`src/design/pwc_pkg.sv`:
```
// Package for the periodic weighted centroid: types, constants, state codes.
// Depends on nothing.
`default_nettype none
package pwc_pkg;
  localparam int unsigned MaxMembers = 65535;
  localparam logic [31:0] BoxReset = 32'h8000_0000;
  localparam int unsigned QueueDepth = 2;

  typedef struct packed {
    logic [31:0] pos_x;
    logic [31:0] pos_y;
    logic [31:0] pos_z;
    logic [31:0] volume;
    logic        last_member;
  } in_item_t;

  typedef struct packed {
    logic [31:0] center_x;
    logic [31:0] center_y;
    logic [31:0] center_z;
    logic [15:0] member_count;
    logic        weight_zero;
  } out_item_t;

  // front-classified item: first flags a reference member
  typedef struct packed {
    in_item_t item;
    logic     first;
  } job_t;

  typedef enum logic [3:0] {
    StIdle, StWDiv, StMul, StAcc, StQDiv, StQFix, StCent, StOut
  } state_e;
endpackage
`default_nettype wire

```
`src/design/pwc_if.sv`:
```
// Valid/ready channel interfaces for input and result transactions.
// Depends on pwc_pkg.
`default_nettype none
interface pwc_in_if;
  logic valid;
  logic ready;
  pwc_pkg::in_item_t data;
  modport source (output valid, output data, input ready);
  modport sink (input valid, input data, output ready);
endinterface

`default_nettype wire

```
`src/design/pwc_front.sv`:
```
// Front end: accepts input transactions, marks group references, fills a queue.
// Depends on pwc_pkg and pwc_if.
`default_nettype none
module pwc_front (
  input  wire logic  clk_i,
  input  wire logic  rst_ni,
  pwc_in_if.sink     in_if,
  output logic       job_valid_o,
  output pwc_pkg::job_t job_o,
  input  wire logic  job_pop_i
);
  localparam int unsigned Aw = $clog2(pwc_pkg::QueueDepth);
  pwc_pkg::job_t mem_q [pwc_pkg::QueueDepth];
  logic [Aw-1:0] wp_q, rp_q;
  logic [Aw:0]   fill_q;
  logic          open_q;
  logic          push;

  assign in_if.ready = (fill_q != (Aw+1)'(pwc_pkg::QueueDepth));
  assign push = in_if.valid && in_if.ready;
  assign job_valid_o = (fill_q != '0);
  assign job_o = mem_q[rp_q];

  always_ff @(posedge clk_i) begin
    if (push) mem_q[wp_q] <= '{item: in_if.data, first: !open_q};
  end

  always_ff @(posedge clk_i or negedge rst_ni) begin
    if (!rst_ni) begin
      wp_q <= '0;
      rp_q <= '0;
      fill_q <= '0;
      open_q <= 1'b0;
    end else begin
      if (push) begin
        wp_q <= (wp_q == Aw'(pwc_pkg::QueueDepth - 1)) ? '0 : wp_q + Aw'(1);
        open_q <= !in_if.data.last_member;
      end
      if (job_pop_i && job_valid_o)
        rp_q <= (rp_q == Aw'(pwc_pkg::QueueDepth - 1)) ? '0 : rp_q + Aw'(1);
      fill_q <= fill_q + (Aw+1)'(push) - (Aw+1)'(job_pop_i && job_valid_o);
    end
  end
endmodule
`default_nettype wire

```
`src/flat_wrapper.sv`:
```
// flat-port wrapper written by rule: the top's interface ports become plain ports
module pwc_front_flat 
  (clk_i, rst_ni, job_valid_o, job_o, job_pop_i, in_if_valid, in_if_data, in_if_ready);
  pwc_in_if in_if_i ();
  input  wire logic clk_i;
  input  wire logic rst_ni;
  output logic job_valid_o;
  output pwc_pkg::job_t job_o;
  input  wire logic job_pop_i;
  input wire logic [$bits(in_if_i.valid)-1:0] in_if_valid;
  input wire logic [$bits(in_if_i.data)-1:0] in_if_data;
  output wire logic [$bits(in_if_i.ready)-1:0] in_if_ready;
  assign in_if_i.valid = in_if_valid;
  assign in_if_i.data = in_if_data;
  assign in_if_ready = in_if_i.ready;
  pwc_front u_core (.clk_i(clk_i), .rst_ni(rst_ni), .in_if(in_if_i), .job_valid_o(job_valid_o), .job_o(job_o), .job_pop_i(job_pop_i));
endmodule
```
`config.mk`:
```
export PLATFORM = sky130hd
export DESIGN_NAME = pwc_front_flat
export DESIGN_NICKNAME = d
export VERILOG_FILES = /design/src/design/pwc_pkg.sv /design/src/design/pwc_if.sv /design/src/design/pwc_front.sv /design/src/flat_wrapper.sv
export SDC_FILE = /design/constraint.sdc
export NUM_CORES = 1
export LEC_CHECK = 0
export ABC_AREA = 1
export BUFFER_PORTS_ARGS = -buffer_cell sky130_fd_sc_hd__buf_4
export CAP_MARGIN = 25
export CELL_PAD_IN_SITES_DETAIL_PLACEMENT = 0
export CELL_PAD_IN_SITES_GLOBAL_PLACEMENT = 2
export CORE_UTILIZATION = 37
export DETAILED_ROUTE_END_ITERATION = 10
export GPL_TIMING_DRIVEN = 0
export MAX_ROUTING_LAYER = met4
export PLACE_DENSITY_LB_ADDON = 0.1
export SLEW_MARGIN = 10
export SYNTH_ARGS = -nofsm -noshare
export SYNTH_HDL_FRONTEND = slang
export SYNTH_SLANG_ARGS = --single-unit
```
`constraint.sdc`:
```
create_clock -name clk_i -period 19.4 [get_ports clk_i]
set_clock_uncertainty 0.05 [all_clocks]
set_input_delay 3.88 -clock clk_i [delete_from_list [all_inputs] [get_ports clk_i]]
set_output_delay 3.88 -clock clk_i [all_outputs]
set_load 0.02 [all_outputs]
```
Word level (Yosys, flattened, before mapping)
Memories as Yosys holds them, arrays and structs flattened.
Index checks and enable logic that the tools add are counted.
Storage, ports and cells
  memories: 1
  register bits: 5
  output and inout bits: 132
  logic and storage cells: 19
  RAM bits: 260
  bits of input ports: 133
Memory list
  u_core.mem_q: depth 2, width 130, rd ports 1, clocked after memory_dff 0, wr ports 1, line pwc_front.sv:13  | pwc_pkg::job_t mem_q [pwc_pkg::QueueDepth];
Cells by class
  muxes and demuxes: 4
  reduce and logical (&&, ||, !) cells: 5
  add/subtract/negate cells: 4
  equal/unequal tests: 1
Operator list (count)
  1-bit two-way mux: 4
  1-bit adder, second input constant: 2
  2-bit by 1-bit adder with 2-bit output: 1
  1-bit logical AND: 2
  1-bit zero test: 2
  2-bit != test, second input constant: 1
  2-bit nonzero test: 1
  2-bit by 1-bit subtractor with 2-bit output: 1

Depth between registers and ports, before layout
Gate-level depths: netlist (run 1).
  word-level depth: 4
  gate-level depth with buffers: 10
  mapped depth without buffers: 10

Worst setup path after synthesis (run 1)
No wires, ideal clock.
  path kind: input -> register
  start: input port in_if_valid
  end: memory u_core.mem_q[1][0] in the netlist's numbering (enable)
  required time: 18.729 ns
  arrival time: 9.387 ns
  library setup time: 0.621 ns
  stages on the path: 2
  setup slack: 9.342 ns
  buffers on the path: 0
  cells stage by stage: nand2_1 > nor2_1
Between the ends
  longest elaborated chain between the ends: 3
RTL lines
  start: declaration: line flat_wrapper.sv:10  | input wire logic [$bits(in_if_i.valid)-1:0] in_if_valid;
  1-bit logical AND: line pwc_front.sv:20  | assign push = in_if.valid && in_if.ready;
  1-bit two-way mux: line pwc_front.sv:25  | if (push) mem_q[wp_q] <= '{item: in_if.data, first: !open_q};
  1-bit two-way mux (implied by the code): line pwc_front.sv:25
  end: declaration: line pwc_front.sv:13
No other way between the ends.

==> flow_metrics.tcl, run 1 <==
set metrics [dict create \
    status "completed" \
    grt_pass1_vias 5629 \
    drive_above_1_share_pct 32.66 \
    ctsResizeCount 0 \
    track_usage_pct 16.17 \
    cts_root_buf "clkbuf_16" \
    fin_crit_sh_pct 29.45 \
    p_int_uw 1400 \
    worstPathCellList "buf_4, buf_4, buf_2, nand2_1, nand2_1, buf_4" \
    syn-instance-count 717 \
    yosys_most_used_dff "edfxtp_1" \
    crit_top_cell "buf_4" \
    worst_slack_ns 13.69 \
    worst_path_max_delay_cell "dfrtp_1" \
    p_seq_share_pct 37.0 \
    crit_path_start_kind "flop" \
    fin_crit_ns 5.713 \
    rsz0062_at_grt "no" \
    leakagePower_uw 0.005660 \
    wirelength_mm 21.70 \
    synth_most_common_cell "nand2_1" \
    syn_area_um2 9761 \
    place_hpwl_mm 14.62 \
    area_growth_pct 35.32 \
    dieWidth_um 164.4 \
    grt_pass1_wl_mm 31.61 \
    crit_path_max_fanout 10 \
    clockBufferDepth 3 \
    gp_congestion 0.6927 \
    drtPass1Iterations 6 \
    grt_max_degree 74 \
    die_height_um 164.4 \
    cts-hold-fix-buffers 0 \
    io_buffers 264 \
    setup_viol 0 \
    peakVddDrop_uv 156.5 \
    cts_tree "yes" \
    setup_tns_ns 0 \
    finalCoreUtilization_pct 50.83 \
    instances_no_fill 1374 \
    via_per_inst 4.326 \
    synthTopCellsByCount "405 x nand2_1, 260 x edfxtp_1, 17 x buf_2" \
    synth_top_area_cell "edfxtp_1" \
    cts_setup_buffers 0 \
    synth_fp_nets 852 \
    max-slew-margin-rel_pct 67.61 \
    cap_violations 0 \
    max_stage_delay_ns 0.32 \
    drc 0 \
    core_area_um2 25980 \
    finalHoldViolCount 0 \
    dpl.cell_count 1322 \
    switching_share_pct 35.49 \
    cp_num_buf_inv 4 \
    pwr-share-comb_pct 39.1 \
    p_per_area_nw_per_um2 164.4 \
    worstSetupEndpointType "primary output" \
    ys_seq_area_share_pct 81.27 \
    slew_violations 0 \
    crit_type "flop to primary output" \
    power.total_uw 2171 \
    cts_buffers 29 \
    cp_top_family "buffers and inverters" \
    ant_nets 0 \
    async_reset_ff_share_pct 1.887 \
    io_pins 265 \
    wl_per_cell_um 15.79 \
    ctsHtreeMaxLevel 1 \
    antenna_found_initial 1 \
    critical_path_required_ns 15.47 \
    synth_top_cell_area_share_pct 79.99 \
    hold_class "flop to flop" \
    num_vias 5944 \
    cts.sinks 265 \
    num_rows 59 \
    synth.area.top_cells "edfxtp_1 80%, nand2_1 16%, dfrtp_1 1.3%" \
    synth_edf_count 260 \
    power_switching_uw 770.6 \
    fmax_mhz 175.1 \
    nFillCells 2321 \
    drt_iter0_markers 252 \
    ys_types 12 \
    die_area_um2 27030 \
    clock_latency_ns 0.53 \
    clock_power_share_pct 23.9 \
    worstMarginPinSlew_ns 0.4846 \
    synth_warnings 0 \
    fin_nets 1153 \
    synth.avg_cell_area_um2 13.61 \
    arrival_ns 1.78 \
    overflow 0 \
    ys_seq_elements 265 \
    dp_slack_ns 13.73 \
    start_util_pct 37.56 \
    path_clk_slew_ns 0.06 \
]
==> routing by layer <==
layer	vias up	part of all wire [%]	GRT usage, %
met5	-	0	-
met4	0	1.9	4.295
met3	34	9.6	5.575
met2	191	48	26.35
met1	2700	40	19.14
li1	3019	-	-
==> flip-flops by register name (all words and copies together) (netlist names) <==
| signal | count |
|---|---|
| u_core.fill_q | 2 |
| u_core.mem_q | 260 |
| u_core.open_q | 1 |
| u_core.wp_q | 1 |
| u_core.rp_q | 1 |
==> layout by cell type (no fill, tap or decap) <==
| cell type | instances |
|---|---|
| clkbuf_1 | 8 |
| clkinv_2 | 5 |
| buf_6 | 10 |
| bufinv_16 | 3 |
| dfrtp_1 | 5 |
| clkinv_1 | 6 |
| nor2_4 | 1 |
| inv_4 | 1 |
| inv_8 | 1 |
| buf_2 | 17 |
| nand3_1 | 3 |
| inv_1 | 9 |
| edfxtp_1 | 260 |
| buf_4 | 266 |
| buf_16 | 2 |
| clkbuf_16 | 29 |
| nand2_1 | 405 |
| nand3b_1 | 1 |
| buf_12 | 4 |
| diode_2 | 1 |
| ha_1 | 2 |
==> through the flow <==
step	cell area, um^2	hold slack (ns)
2_1_floorplan	9761	0.3919
3_3_place_gp	12160	0.4077
3_5_place_dp	12310	0.4092
4_1_cts	13210	0.4234
5_1_grt	13210	0.4563
6_report	13210	0.4224
==> layout make-up <==
type	instances	area [um^2]	share of cell area [%]
Tap cell	335	419.2	3.174
Inverter	11	51.30	0.3884
Antenna cell	1	2.502	0.01895
Clock inverter	14	137.6	1.042
Clock buffer	37	755.7	5.722
Multi-Input combinational cell	412	1579	11.96
Buffer	29	212.7	1.610
Timing Repair Buffer	270	2117	16.03
Sequential cell	265	7933	60.06
==> kinds of logic after synthesis <==
| kind of cell | Yosys count | synth area share, % |
|---|---|---|
| buffers and inverters | 40 | 2.628 |
| DFF | 265 | 81.27 |
| adders and majority gates | 2 | 0.2563 |
| and+or+nand+nor | 410 | 15.84 |
==> worst min-delay path, cell delays in order (launching register included) <==
cell and delay [ns]:
dfrtp_1 0.34, nand2_1 0.05, nand2_1 0.05
==> power by group through the flow <==
| stage | clock network (uW) | registers [uW] | logic (uW) |
|---|---|---|---|
| after floorplan | 0 | 835 | 471 |
| after global placement | 0 | 855 | 842 |
| after detailed placement | 0 | 816 | 870 |
| after CTS | 532 | 805 | 871 |
| after global routing | 556 | 815 | 929 |
| final | 519 | 804 | 848 |
==> path summary, 6_finish.rpt <==
check / startpoint / to / slack, ns / cells past startpoint
worst min register to register: u_core.open_q / u_core.open_q / 0.42 / 2
max in group asynchronous: rst_ni / u_core.rp_q / 16.08 / 1
worst max register to register: u_core.fill_q[1] / u_core.mem_q[1][88] / 17.18 / 6
worst min-delay path: u_core.open_q / u_core.open_q / 0.42 / 2
min in group asynchronous: rst_ni / u_core.fill_q[1] / 3.10 / 1
worst max-delay path: u_core.rp_q / job_o[70] / 13.69 / 6
Note: power is estimated with default switching activity, not from simulation.
==> run 2, diff against run 1 <==
- CORE_UTILIZATION: 37 -> 34
- clock period: 19.4 -> 5.7 ns (I/O delays scaled with it)
==> run 2 against run 1 <==
Utilization is 3.5 points lower. Setup slack worse by 11 ns. Highest routed layer unchanged. First-iteration DRC count is 39% higher. Global-route usage is 0.80 points lower. Sequential share of layout area is 0.17 points lower. Via count is 0.34% higher. Worst hold slack worse by 0.065 ns. Non-clock buffer count stayed put. Critical path type unchanged.
==> flow_metrics.tcl, run 2 (same netlist as run 1, synthesis figures left out) <==
set metrics [dict create \
    status "completed" \
    mostFrequentLayoutCell "nand2_1" \
    slew_violations 0 \
    cp_num_buf_inv 4 \
    antennaDiodeCount 0 \
    io_buffers 264 \
    core_area_um2 28010 \
    num_rows 61 \
    drt_iter0_markers 350 \
    crit_path_start_kind "flop" \
    overflow 0 \
    antenna_found_initial 0 \
    grt_pass1_vias 5833 \
    track_usage_pct 15.37 \
    leakagePower_uw 0.005648 \
    layout_common_cells "405 x nand2_1, 266 x buf_4, 260 x edfxtp_1" \
    ctsHtreeMaxLevel 1 \
    cts-hold-fix-buffers 0 \
    cts_buffers 29 \
    max_stage_delay_ns 0.32 \
    power.total_uw 7360 \
    setup_viol 0 \
    hold_class "input pin to async pin" \
    fin_nets 1153 \
    final_area_um2 13250 \
    drc 0 \
    seq_area_um2 7933 \
    cp_top_family "buffers and inverters" \
    place_area_um2 12370 \
    fmax_mhz 332.9 \
    worstPathCellList "buf_4, buf_4, buf_2, nand2_1, nand2_1, buf_4" \
    crit_type "flop to primary output" \
    cap_violations 0 \
    fin_crit_sh_pct 52.70 \
    ctsResizeCount 0 \
    dieWidth_um 171.4 \
    gp_congestion 0.7096 \
    drtPass1Iterations 4 \
    die_height_um 171.4 \
    wirelength_mm 22.17 \
    peakVddDrop_uv 344.9 \
    via_per_inst 4.209 \
    area_growth_pct 35.70 \
    top_regs "u_core.mem_q (260), u_core.fill_q (2)" \
    worstMarginPinSlew_ns 0.7013 \
    largest_reg_flops 260 \
    worstSetupEndpointType "primary output" \
    clockBufferDepth 3 \
    start_util_pct 34.85 \
    path_clk_slew_ns 0.06 \
    regMostFlops "u_core.mem_q" \
    cts_tree "yes" \
    rsz0062_at_grt "no" \
    max-slew-margin-rel_pct 53.13 \
    nFillCells 2546 \
    finalHoldViolCount 0 \
    ant_nets 0 \
    multi_input_area_um2 1579 \
    cts_setup_buffers 0 \
    crit_top_cell "buf_4" \
    place_hpwl_mm 15.02 \
    grt_max_degree 78 \
    arrival_ns 1.81 \
    worst_path_max_delay_cell "dfrtp_1" \
    crit_path_max_fanout 10 \
    clock_latency_ns 0.53 \
    die_area_um2 29390 \
    grt_pass1_wl_mm 32.75 \
    p_per_area_nw_per_um2 555.6 \
    critical_path_required_ns 4.51 \
    cts_root_buf "clkbuf_16" \
    num_vias 5964 \
    cts.sinks 265 \
    io_pins 265 \
    drive_above_1_share_pct 32.34 \
    wl_per_cell_um 15.65 \
    fin_crit_ns 3.004 \
]
==> run 2: changes by cell type in the layout (fill, tap and decap cells not counted), sizes merged <==
cell    before  now
bufinv       3    2
diode        1    0
clkbuf      37   38
clkinv      11   12
==> run 2: cell type report <==
| cell class | instances | area share [%] |
|---|---|---|
| clock buffer | 38 | 5.734 |
| clock inverter | 14 | 0.8502 |
| multi-input combinational | 412 | 11.92 |
| buffer | 29 | 1.606 |
| timing repair buffer | 270 | 16.04 |
| inverter | 11 | 0.3873 |
| sequential | 265 | 59.89 |
| tap | 378 | 3.571 |
==> run 2: final timing paths <==
kind	to	slack, ns	from	cells past startpoint
setup / recovery	job_o[47]	2.70	u_core.rp_q	6
hold / removal	u_core.open_q	0.36	rst_ni	1
setup reg to reg	u_core.mem_q[1][61]	3.61	u_core.fill_q[1]	5
hold reg to reg	u_core.wp_q	0.42	u_core.wp_q	2
max in group asynchronous	u_core.rp_q	5.13	rst_ni	1
min in group clk_i	u_core.wp_q	0.42	u_core.wp_q	2
==> run 2: stage by stage <==
| stage | std cells | hold slack (ns) | setup TNS, ns | utilization, % | setup slack [ns] |
|---|---|---|---|---|---|
| detailed placement | 1365 | 0.4122 | 0 | 44.17 | 2.898 |
| global route | 1417 | 0.3339 | 0 | 47.29 | 2.559 |
| floorplan | 717 | 0.3919 | 0 | - | 0.5760 |
| finish | 1417 | 0.3572 | 0 | 47.29 | 2.696 |
| global placement | 1359 | 0.4036 | -280.54 | 43.62 | -1.748 |
| CTS | 1417 | 0.3274 | 0 | 47.29 | 2.619 |
==> run 2: per-layer routing <==
layer | GRT usage, % | share of wire, %
met1 | 17.47 | 39
met2 | 25.31 | 49
met3 | 5.637 | 9.4
met4 | 4.542 | 2.8
met5 | - | 0
==> run 2: worst reg2reg max path, delay by kind of cell (launching register included) <==
family / cells / cell delay [ns]
flops: 1 / 0.39
simple gates: 3 / 0.87
buf+inv: 2 / 0.47
==> run 2: report_power, final <==
part	internal, uW	leakage (uW)	switching, uW	total, uW
sequential	2650	0.00248	82.3	2740
clock	1020	0.000422	698	1720
combinational	1060	0.00275	1850	2910
==> run 3, diff against run 2 <==
- ABC_AREA: 1 -> 0
- CORE_UTILIZATION: 34 -> 39
- clock period: 5.7 -> 3.09 ns (I/O delays scaled with it)
==> run 3 against run 2 <==
Sequential share of layout area down 0.86 points. Setup slack lost 2.1 ns. Wire length is 12% lower. Worst hold slack lost 0.13 ns. Utilization rose by 6.1 points. Area after synthesis rose by 2.4%. Power up 81%. Combinational power increased by 78%. Sequential cell count unchanged. Cell area up 1.5%. Global-route usage is 0.49 points lower. Critical path type unchanged. Largest power group unchanged. Highest routed layer unchanged.
==> flow_metrics.tcl, run 3 <==
set metrics [dict create \
    synth.area.top_cells "edfxtp_1 78%, mux2_4 14%, mux2_2 4.5%" \
    gp_congestion 0.7073 \
    switching_share_pct 30.90 \
    grt_pass1_wl_mm 28.64 \
    yosys_most_used_dff "edfxtp_1" \
    met3_usage_pct 4.648 \
    setup_viol 0 \
    fin_crit_sh_pct 81.92 \
    ctsHtreeMaxLevel 1 \
    ctsResizeCount 0 \
    cts_tree "yes" \
    io_pins 265 \
    overflow 0 \
    worst_slack_ns 0.5586 \
    crit_type "flop to primary output" \
    finalHoldViolCount 0 \
    synth_warnings 0 \
    wirelength_mm 19.57 \
    fin_crit_ns 2.531 \
    grt_max_degree 59 \
    fin_nets 864 \
    ys_seq_elements 265 \
    cts_root_buf "clkbuf_16" \
    ys_seq_area_share_pct 79.33 \
    die_area_um2 26280 \
    leakagePower_uw 0.005289 \
    synthTopCellsByCount "260 x edfxtp_1, 90 x mux2_4, 40 x mux2_2" \
    start_util_pct 39.71 \
    place_area_um2 12580 \
    layout_common_cells "264 x buf_4, 260 x edfxtp_1, 90 x mux2_4" \
    core_area_um2 25180 \
    drtPass1Iterations 4 \
    worstMarginPinSlew_ns 0.4836 \
    crit_path_start_kind "flop" \
    syn-instance-count 427 \
    worstSetupEndpointType "primary output" \
    synth_edf_count 260 \
    top_regs "u_core.mem_q (260), u_core.fill_q (2)" \
    status "completed" \
    r2r_setup_slack_ns 0.97 \
    synth.avg_cell_area_um2 23.42 \
    p_per_area_nw_per_um2 992.4 \
    grt_busiest_layer "met2" \
    io_buffers 264 \
    use_met2_pct 25.60 \
    ys_types 18 \
    finalCoreUtilization_pct 53.37 \
    syn_area_um2 10000 \
    regToRegEndpoint "u_core.mem_q[1][64]" \
    drive_above_1_share_pct 60.93 \
    critical_path_required_ns 2.42 \
    slew_violations 0 \
    dieWidth_um 162.1 \
    hold_class "input pin to flop" \
    via_per_inst 4.575 \
    place_hpwl_mm 13.82 \
    clock_latency_ns 0.52 \
    peakVddDrop_uv 574.3 \
    p_seq_share_pct 38.3 \
    cap_violations 0 \
    crit_path_max_fanout 10 \
    fmax_mhz 395.0 \
    synth_top_cell_area_share_pct 78.08 \
    synth_fp_nets 562 \
    regMostFlops "u_core.mem_q" \
    largest_reg_flops 260 \
    arrival_ns 1.86 \
    p_int_uw 9216 \
    use_met1_pct 16.62 \
    die_height_um 162.1 \
    drc 0 \
    hold_depth 1 \
    grt_pass1_vias 5143 \
    antennaDiodeCount 0 \
    ant_nets 0 \
    dp_slack_ns 0.7597 \
    mostFrequentLayoutCell "buf_4" \
    path_clk_slew_ns 0.06 \
    clock_power_share_pct 22.8 \
    wl_per_cell_um 18.12 \
    power_switching_uw 4122 \
    clockBufferDepth 3 \
    num_rows 58 \
    cts_setup_buffers 0 \
    cts.sinks 265 \
    synth_most_common_cell "edfxtp_1" \
    area_growth_pct 34.40 \
    synth_top_area_cell "edfxtp_1" \
    track_usage_pct 14.88 \
    reg2reg_from "u_core.fill_q[1]" \
    max-slew-margin-rel_pct 67.76 \
    cts_buffers 28 \
    pwr-share-comb_pct 38.9 \
    drt_iter0_markers 200 \
    num_vias 4941 \
    antenna_found_initial 0 \
    async_reset_ff_share_pct 1.887 \
    worstHoldEndpoint "u_core.mem_q[0][112]" \
    r2r_cells 4 \
    rsz0062_at_grt "no" \
    final_area_um2 13440 \
    hp-start "in_if_data[111]" \
]
-- run 3: changes by cell type after synthesis, moves of 2 or more --
cell     delta
buf_2      -13
mux2_4     +90
mux2_2     +40
buf_4       -2
nand2_1   -404
nand3_1     -3
inv_1       -6
xnor2_1     +3
-- run 3: cell type report --
| cell class | instances | area, um^2 |
|---|---|---|
| Multi-Input combinational cell | 143 | 1932 |
| Tap cell | 330 | 412.9 |
| Buffer | 15 | 147.6 |
| Fill cell | 2029 | 11740 |
| Sequential cell | 265 | 7933 |
| Timing Repair Buffer | 272 | 2155 |
| Clock buffer | 35 | 748.2 |
| Clock inverter | 16 | 96.34 |
| Inverter | 4 | 15.01 |
-- run 3: cells by family after synthesis --
group,Yosys count,synth area share (%)
and+or+nand+nor,6,0.3254
xor gates and xnor gates,4,0.3504
buffers and inverters,19,1.627
adders and majority gates,2,0.2502
DFF,265,79.33
muxes,131,18.12
-- run 3: timing repair --
action | CTS | global route
hold buffers | 1 | 0
endpoints found under the setup margin | 0 | 0
hold endpoints to repair | 5 | 0
-- run 3: through the flow --
stage / std cells / hold slack, ns / total power [uW] / setup TNS [ns]
after floorplan: 427 / 0.2724 / 8463 / 0
after global placement: 1021 / 0.3785 / 10290 / -220.29
final: 1080 / 0.2227 / 13340 / 0
after CTS: 1080 / 0.1927 / 13560 / 0
after detailed placement: 1028 / 0.3808 / 10470 / 0
after global routing: 1080 / 0.1942 / 13930 / 0
-- run 3: worst max-delay path by stage --
stage | to | from | depth (start not counted) | slack (ns)
finish | job_o[62] | u_core.rp_q | 5 | 0.56
detailed placement | u_core.mem_q[1][56] | in_if_valid | 4 | 0.76
floorplan | u_core.mem_q[0][0] | in_if_valid | 2 | 0.02
global placement | u_core.mem_q[0][55] | in_if_valid | 3 | -1.13
global route | job_o[62] | u_core.rp_q | 5 | 0.46
CTS | job_o[59] | u_core.rp_q | 5 | 0.48
-- run 3: worst max-delay path: stages (launching register included) --
cell and delay, ns:
dfrtp_1 0.34, buf_6 0.12, buf_8 0.18, buf_6 0.21
mux2_4 0.32, buf_4 0.16
-- run 3: routing by layer --
layer	part of all wire, %	wire length [um]
met3	7.8	1518
met1	39	7592
met5	0	0
met4	2.3	448
met2	51	10010
-- run 3: power groups by stage --
stage          logic (uW)  registers (uW)  clock network, uW
4_1_cts              5300            5110               3150
2_1_floorplan        3290            5170                  0
5_1_grt              5490            5180               3260
3_3_place_gp         5060            5230                  0
6_report             5190            5100               3040
3_5_place_dp         5290            5190                  0
